$ cat config.mk
export PLATFORM = sky130hd
export DESIGN_NAME = lru_replacer_core
export DESIGN_NICKNAME = d
export VERILOG_FILES = /design/src/rtl/core/lrur_pkg.sv /design/src/rtl/core/lru_replacer_core.sv /design/src/rtl/core/lrur_match.sv
export SDC_FILE = /design/constraint.sdc
export NUM_CORES = 1
export LEC_CHECK = 0
export BUFFER_PORTS_ARGS = -buffer_cell sky130_fd_sc_hd__clkbuf_2
export CORE_MARGIN = 2
export CORE_UTILIZATION = 65
export CTS_BUF_LIST = sky130_fd_sc_hd__clkbuf_8
export DETAILED_ROUTE_END_ITERATION = 6
export GPL_ROUTABILITY_DRIVEN = 0
export PLACE_DENSITY = 0.87
export SYNTH_ARGS = -nofsm -noshare
export SYNTH_HDL_FRONTEND = slang
export SYNTH_SLANG_ARGS = --single-unit
$ cat constraint.sdc
create_clock -name clk -period 14.3 [get_ports clk]
set_clock_uncertainty 0.1 [all_clocks]
set_input_delay 4.29 -clock clk [delete_from_list [all_inputs] [get_ports clk]]
set_output_delay 4.29 -clock clk [all_outputs]
set_load 0.1 [all_outputs]
$ cat src/rtl/core/lrur_pkg.sv
// Package for the LRU replacement list: transaction types and command/status codes.
`timescale 1ns / 1ps

package lrur_pkg;

    localparam int CMD_W    = 2;
    localparam int KEY_W    = 32;
    localparam int STATUS_W = 2;
    localparam int COUNT_W  = 5;

    localparam logic [CMD_W-1:0] CMD_INSERT = 2'd0;
    localparam logic [CMD_W-1:0] CMD_EVICT  = 2'd1;
    localparam logic [CMD_W-1:0] CMD_ERASE  = 2'd2;

    localparam logic [STATUS_W-1:0] ST_OK   = 2'd0;
    localparam logic [STATUS_W-1:0] ST_MISS = 2'd1;
    localparam logic [STATUS_W-1:0] ST_FULL = 2'd2;

    typedef struct packed {
        logic [CMD_W-1:0] cmd;
        logic [KEY_W-1:0] key;
    } lrur_req_t;

    typedef struct packed {
        logic [STATUS_W-1:0] status;
        logic [KEY_W-1:0]    victim_key;
        logic [COUNT_W-1:0]  count;
    } lrur_rsp_t;

endpackage

$ cat src/rtl/core/lru_replacer_core.sv
// Top level of the LRU replacement list: command register, list update and result register.
`timescale 1ns / 1ps

// LRU replacement list.
// Holds up to CAPACITY distinct keys ordered by recency: slot 0 is the least
// recent, slot count-1 the most recent.
// Command channel: a transaction is taken on a rising edge with start high and
// busy low. busy is never raised, so one command may be issued every cycle.
// Commands: insert/touch moves or appends a key at the recent end (a new key
// into a full list is refused with status full); evict removes slot 0 and
// returns it; erase removes a given key.
// Result channel: done is high for exactly one cycle with the result fields;
// there is no back-pressure, the receiver must take it in that cycle.
// A taken command is held in the command register; its result is built from
// it and the list. Throughput: one command per cycle, set by the single
// pass of key compare, shift and write between the command register and the
// result register; the list state is updated at the same edge as the result,
// so back-to-back commands see each other's effect.
// Reset: the list is emptied at once (fill count to zero); key slots are not
// cleared, as slots at or above the count are never read. No clearing pass.
// Keys are matched and stored on their low KEY_BITS bits (at most 32).
module lru_replacer_core #(
    parameter int CAPACITY = 16,
    parameter int KEY_BITS = 32
) (
    input  logic                clk,
    input  logic                rst_n,
    input  logic                start,
    output logic                busy,
    input  lrur_pkg::lrur_req_t request,
    output logic                done,
    output lrur_pkg::lrur_rsp_t result
);

    import lrur_pkg::*;

    // stored key width: the port carries 32 bits, so wider keys add nothing
    localparam int SK_W  = (KEY_BITS < KEY_W) ? KEY_BITS : KEY_W;
    localparam int IDX_W = (CAPACITY > 1) ? $clog2(CAPACITY) : 1;
    localparam int CNT_W = $clog2(CAPACITY + 1);
    localparam logic [CNT_W-1:0] FULL_CNT = CNT_W'(CAPACITY);

    // command register
    logic      in_vld_reg;
    lrur_req_t req_reg;

    // list state
    logic [CAPACITY-1:0][SK_W-1:0] slot_reg;
    logic [CAPACITY-1:0][SK_W-1:0] slot_next;
    logic [CNT_W-1:0]              held_reg;
    logic [CNT_W-1:0]              held_next;

    // result register
    logic      done_reg;
    lrur_rsp_t rsp_reg;
    lrur_rsp_t rsp_next;

    logic                accept;
    logic [SK_W-1:0]     key_k;
    logic                hit;
    logic [CAPACITY-1:0] match;
    logic [CAPACITY-1:0] tail;
    logic [CAPACITY-1:0] shift;
    logic                wr_en;
    logic [IDX_W-1:0]    wr_idx;

    assign busy   = 1'b0;
    assign accept = start && !busy;
    assign key_k  = SK_W'(req_reg.key);

    always_ff @(posedge clk or negedge rst_n)
    begin
        if (!rst_n)
        begin
            in_vld_reg <= 1'b0;
        end
        else
        begin
            in_vld_reg <= accept;
        end
    end

    always_ff @(posedge clk)
    begin
        if (accept)
        begin
            req_reg <= request;
        end
    end

    lrur_match #(
        .CAPACITY (CAPACITY),
        .SK_W     (SK_W),
        .CNT_W    (CNT_W)
    ) u_match (
        .slots (slot_reg),
        .held  (held_reg),
        .key   (key_k),
        .hit   (hit),
        .match (match),
        .tail  (tail)
    );

    // command decode: which slots shift down, where a key is written, new count
    always_comb
    begin
        shift               = '0;
        wr_en               = 1'b0;
        wr_idx              = IDX_W'(held_reg);
        held_next           = held_reg;
        rsp_next.status     = ST_OK;
        rsp_next.victim_key = '0;
        unique case (req_reg.cmd)
            CMD_INSERT:
            begin
                if (hit)
                begin
                    // touch: close the gap, re-append at the recent end
                    shift  = tail;
                    wr_en  = 1'b1;
                    wr_idx = IDX_W'(held_reg - 1'b1);
                end
                else if (held_reg >= FULL_CNT)
                begin
                    rsp_next.status = ST_FULL;
                end
                else
                begin
                    wr_en     = 1'b1;
                    held_next = held_reg + 1'b1;
                end
            end
            CMD_EVICT:
            begin
                if (held_reg == '0)
                begin
                    rsp_next.status = ST_MISS;
                end
                else
                begin
                    rsp_next.victim_key = KEY_W'(slot_reg[0]);
                    shift               = '1;
                    held_next           = held_reg - 1'b1;
                end
            end
            CMD_ERASE:
            begin
                if (hit)
                begin
                    shift     = tail;
                    held_next = held_reg - 1'b1;
                end
                else
                begin
                    rsp_next.status = ST_MISS;
                end
            end
            default:
            begin
                // unused code: no operation
            end
        endcase
        if (!in_vld_reg)
        begin
            shift     = '0;
            wr_en     = 1'b0;
            held_next = held_reg;
        end
        rsp_next.count = COUNT_W'(held_next);
    end

    // per-slot next value: shift down from the neighbour, then the append write
    for (genvar g = 0; g < CAPACITY; g++)
    begin : g_slot
        logic [SK_W-1:0] moved;
        if (g < CAPACITY - 1)
        begin : g_shift
            assign moved = shift[g] ? slot_reg[g+1] : slot_reg[g];
        end
        else
        begin : g_top
            assign moved = slot_reg[g];
        end
        assign slot_next[g] = (wr_en && (wr_idx == IDX_W'(g))) ? key_k : moved;
    end

    always_ff @(posedge clk)
    begin
        slot_reg <= slot_next;
    end

    always_ff @(posedge clk or negedge rst_n)
    begin
        if (!rst_n)
        begin
            held_reg <= '0;
            done_reg <= 1'b0;
        end
        else
        begin
            held_reg <= held_next;
            done_reg <= in_vld_reg;
        end
    end

    always_ff @(posedge clk)
    begin
        if (in_vld_reg)
        begin
            rsp_reg <= rsp_next;
        end
    end

    assign done   = done_reg;
    assign result = rsp_reg;

`ifndef SYNTHESIS
    // keys are distinct, so at most one live slot can match
    a_match_onehot: assert property (@(posedge clk) disable iff (!rst_n)
        in_vld_reg |-> $onehot0(match))
        else $error("lru list: key held in more than one slot");

    a_count_bound: assert property (@(posedge clk) disable iff (!rst_n)
        held_reg <= FULL_CNT)
        else $error("lru list: fill count above capacity");

    // a refused insert leaves the list full
    a_full_count: assert property (@(posedge clk) disable iff (!rst_n)
        (done && result.status == ST_FULL) |-> (held_reg == FULL_CNT))
        else $error("lru list: full status while list not full");
`endif

endmodule

$ cat src/rtl/core/lrur_match.sv
// Parallel key match over the held slots, with the shift mask for removing the hit.
`timescale 1ns / 1ps

module lrur_match #(
    parameter int CAPACITY = 16,
    parameter int SK_W     = 32,
    parameter int CNT_W    = 5
) (
    input  logic [CAPACITY-1:0][SK_W-1:0] slots,
    input  logic [CNT_W-1:0]              held,
    input  logic [SK_W-1:0]               key,
    output logic                          hit,
    output logic [CAPACITY-1:0]           match,
    output logic [CAPACITY-1:0]           tail
);

    // only slots below the fill count hold live keys
    always_comb
    begin
        for (int i = 0; i < CAPACITY; i++)
        begin
            match[i] = (held > CNT_W'(i)) && (slots[i] == key);
        end
    end

    assign hit = |match;

    // tail: the hit slot and every slot above it move down one place
    for (genvar g = 0; g < CAPACITY; g++)
    begin : g_tail
        assign tail[g] = |match[g:0];
    end

endmodule

After elaboration in Yosys (flattened, before gate mapping)
Cells that the tools add are included.
- equality and inequality tests: 33
- bitwise gates (word level): 1
- reductions and logical operators: 67
- order comparisons: 17
- muxes and demuxes: 51
- $add $sub $neg: 2
- operator list (operator ; number):
    $mux 32 ; 30
    $eq 32x32->1 ; 16
    $mux 15 ; 3
    $gt 5x4->1 const B ; 8
    $eq 4x4->1 const B ; 8
    $logic_and 1x1->1 ; 32
    $pmux 15 s2 ; 1
    $reduce_bool 2->1 ; 15
    $mux 5 ; 5
    $gt 5x3->1 const B ; 4
    $eq 4x3->1 const B ; 4
    $reduce_or 16->1 ; 1
    $pmux 5 s3 ; 1
    $reduce_or 15->1 ; 1
    $reduce_or 14->1 ; 1
    $reduce_or 13->1 ; 1
    $reduce_or 12->1 ; 1
    $reduce_or 11->1 ; 1
    $gt 5x1->1 const B ; 2
    $gt 5x2->1 const B ; 2
    $reduce_or 10->1 ; 1
    $reduce_or 9->1 ; 1
    $eq 4x2->1 const B ; 2
    $mux 4 ; 2
    other kinds (20) ; 28
- register bits after elaboration: 592
- input port bits: 37
- word-level logic and storage cells: 195

Depth between registers and ports, before layout
- depth after elaboration: 8
- depth in mapped cells: 16
- depth with buffers taken out: 11

Hierarchy
Synthesis repeated with hierarchy kept, for this count alone.
- cell total of the unflattened synthesis: 2158
- area, all modules: 31975.7 um2
- modules (own cells, without submodules) (module ; area each (um2) ; instances ; cells each):
    lru_replacer_core ; 25256.7 ; 1 ; 1348
    lrur_match ; 6718.9 ; 1 ; 810

Least setup slack after synthesis
OpenSTA, ideal clock, no wires.
- path type: flip-flop to output port
- start point: register rsp_reg, in the netlist result[0]
- end point: output port result[0] (netlist bit)
- slack: 9.006 ns
- data required time: 9.910 ns
- arrival: 0.904 ns
- cell stages (with the launch flop): 1
- path through: edfxtp_1
- RTL lines (what ; line ; source):
    start, declared ; lru_replacer_core.sv:55 ; lrur_rsp_t rsp_reg;
    start signal, assigned ; lru_replacer_core.sv:210 ; rsp_reg <= rsp_next;
    end, declared ; lru_replacer_core.sv:32 ; output lrur_pkg::lrur_rsp_t result
No word-level cell between the ends.

Worst setup path after layout
- start point: register rsp_reg, in the netlist result[37]
- end point: output port result[37] (netlist bit)
No word-level cell between the ends.

==> summary.txt <==
Seq cells post-synth: 592
Die Y: 224 um
crit-path leading delay family: buffers and inverters
Mean Syn Cell Area: 14.3 um^2
fill count: 3,095
Mapped Cells: 2,189
vias per inst: 6.53
ys flop type: edfxtp_1
TritonCTS clock tree: built
crit path cell chain: clkbuf_2
number of synthesized flops with an enable pin: 585
Wirelength per Cell: 27.5 um
unrepaired setup endpoints after global routing: no
Distinct cells, synth: 64
critical path's slowest cell: clkbuf_2
CTS Hold Bufs: 0
synth-to-layout area growth: 6.89%
total gr overflow: 0
max cap viols: 0
HPWL Detailed: 52,300 um
# port buffers: 76
die width: 224 um
Finish-stage setup viols: 0
final wirelength: 80,300 um
ys async rst share: 0.0118
initial antenna violation count: 1
Design Area, Final: 33,500 um^2
setup ws final: 8.41 ns
fin nets: 2,270
Worst Tran Pin Value: 1.34 ns
outcome: finished, final reports clean
Mapped Area: 31,400 um^2
Setup TNS Final: 0 ns
Worst setup EP type: output pin
DRC viols: 0
Ports: 78
initial core utilization: 0.658
layout cells sized above 1: 0.302
Clk pin slew, worst setup/hold paths: 0.07 ns
largest net degree at the start of global routing: 58
worst rel slew slack: 0.106
standard-cell rows: 80
Ant. Diodes: 0
Worst-Skew Late Latency: 0.71 ns
clk root buf: clkbuf_8
drt pass-1 iters: 6
Antenna Nets Post-Route: 0
clock sink count: 592
worst path arrival time: 1.50 ns
HP Class: reg -> reg
commonest cells after routing, fill and taps aside: edfxtp_1, mux2_2, xor2_1
CP required: 9.91 ns
sequential element share of the synthesized area: 0.566
critical path type: reg -> out
CTS max path bufs: 3
crit path max fanout: 1
core area: 47,600 um^2
Max Freq: 0.170 GHz
Startpoint Class: flip-flop
fin crit share: 0.412
number of global-route vias before repair: 19,300
H-tree levels: 3
Post-CTS Setup Bufs: 0
max FFs per register: 480
crit path time final: 5.89 ns
die area: 50,000 um^2
crit path buf inv count: 1
via count: 19,000
Yosys warning count: 0
CP max stage delay: 0.46 ns
P per Cell Area: 133 nW/um^2
drt initial violations: 2,206
first-pass GRT wire length: 120,000 um
cts bufs inserted: 94
PostCTS Resize Cnt: 0
Syn Nets: 2,231
r2r setup slk: 8.65 ns
fin. max-slew vios: 0
commonest non-fill, non-tap cell in the layout: edfxtp_1
Final Hold Viols: 0
placed cell area: 31,900 um^2
DP Worst Slack: 8.63 ns
overall power: 4460 uW
Peak VDD IR: 116 uV
GRT Total Usage: 0.324
Pleak: 0.0113 uW
worst paths after layout:
check | cells after the start | startpoint | to
min in group asynchronous | 1 | rst_n | done$_DFF_PN0_
max in group asynchronous | 1 | rst_n | in_vld_reg$_DFF_PN0_
worst max-delay path | 1 | result[37]$_DFFE_PP_ | result[37]
worst min register to register | 1 | slot_reg[67]$_DFFE_PP_ | slot_reg[35]$_DFFE_PP_
worst max register to register | 12 | key_k[31]$_DFFE_PP_ | slot_reg[147]$_DFFE_PP_
worst min-delay path | 1 | slot_reg[67]$_DFFE_PP_ | slot_reg[35]$_DFFE_PP_
report_power, final:
part           leakage [uW]  switching [uW]  internal [uW]
combinational       0.00488             601            284
sequential          0.00550             135           2120
clock              0.000956             676            643
kinds of logic (layout without fill, tap and decap cells):
| logic type | after synthesis | after routing | share of synthesized area |
|---|---|---|---|
| flops | 592 | 592 | 0.566 |
| fa+ha+maj | 5 | 5 | 0.00200 |
| xor+xnor | 513 | 513 | 0.143 |
| mux | 489 | 489 | 0.175 |
| buf+inv | 201 | 313 | 0.0368 |
| compound gates | 85 | 85 | 0.0207 |
| other cells | 1 | 1 | 0.000120 |
| simple gates | 303 | 303 | 0.0559 |
stage by stage:
stage          utilization  cells  hold slack, ns
6_report             0.703   2916           0.478
5_1_grt              0.703   2916           0.499
4_1_cts              0.703   2916           0.482
3_5_place_dp         0.669   2747           0.466
3_3_place_gp         0.669   2747           0.462
2_1_floorplan            -   2189           0.321
final cells by class:
class                      count  area (um^2)  area share
sequential                   592        17700       0.529
clock buffer                  97         1340      0.0398
multi-input combinational   1396        12500       0.373
inverter                       7         26.3    0.000784
tap                          615          769      0.0230
timing repair buffer         137          838      0.0250
clock inverter                72          312     0.00929
per-layer routing:
metal	wire length [um]	global-route usage
met1	29700	0.409
met4	4490	0.172
met3	7830	0.0702
met5	13	0
met2	38200	0.528
synthesized netlist by cell type, drive strengths merged (2+ instances only):
cell type,n,share of area
edfxtp,585,0.56
mux2,485,0.17
xor2,271,0.076
xnor2,242,0.068
buf,144,0.030
nor4,80,0.016
nand4,72,0.014
clkbuf,50,0.0060
and2,36,0.0073
nand2,35,0.0042
nor2,23,0.0028
o21ai,23,0.0037
a21oi,18,0.0029
nand3,18,0.0029
nor3,14,0.0024
a211oi,8,0.0040
nand2b,8,0.0016
o211ai,8,0.0022
dfrtp,7,0.0056
inv,7,0.00084
a21o,6,0.0014
ha,5,0.0020
o31ai,5,0.0016
mux2i,4,0.0013
a31oi,3,0.00060
a211o,2,0.00084
and3,2,0.00056
nor2b,2,0.00040
o22ai,2,0.00040
or2,2,0.00040
or3,2,0.00040
or4b,2,0.00064
Note: power is estimated with default switching activity, not from simulation.
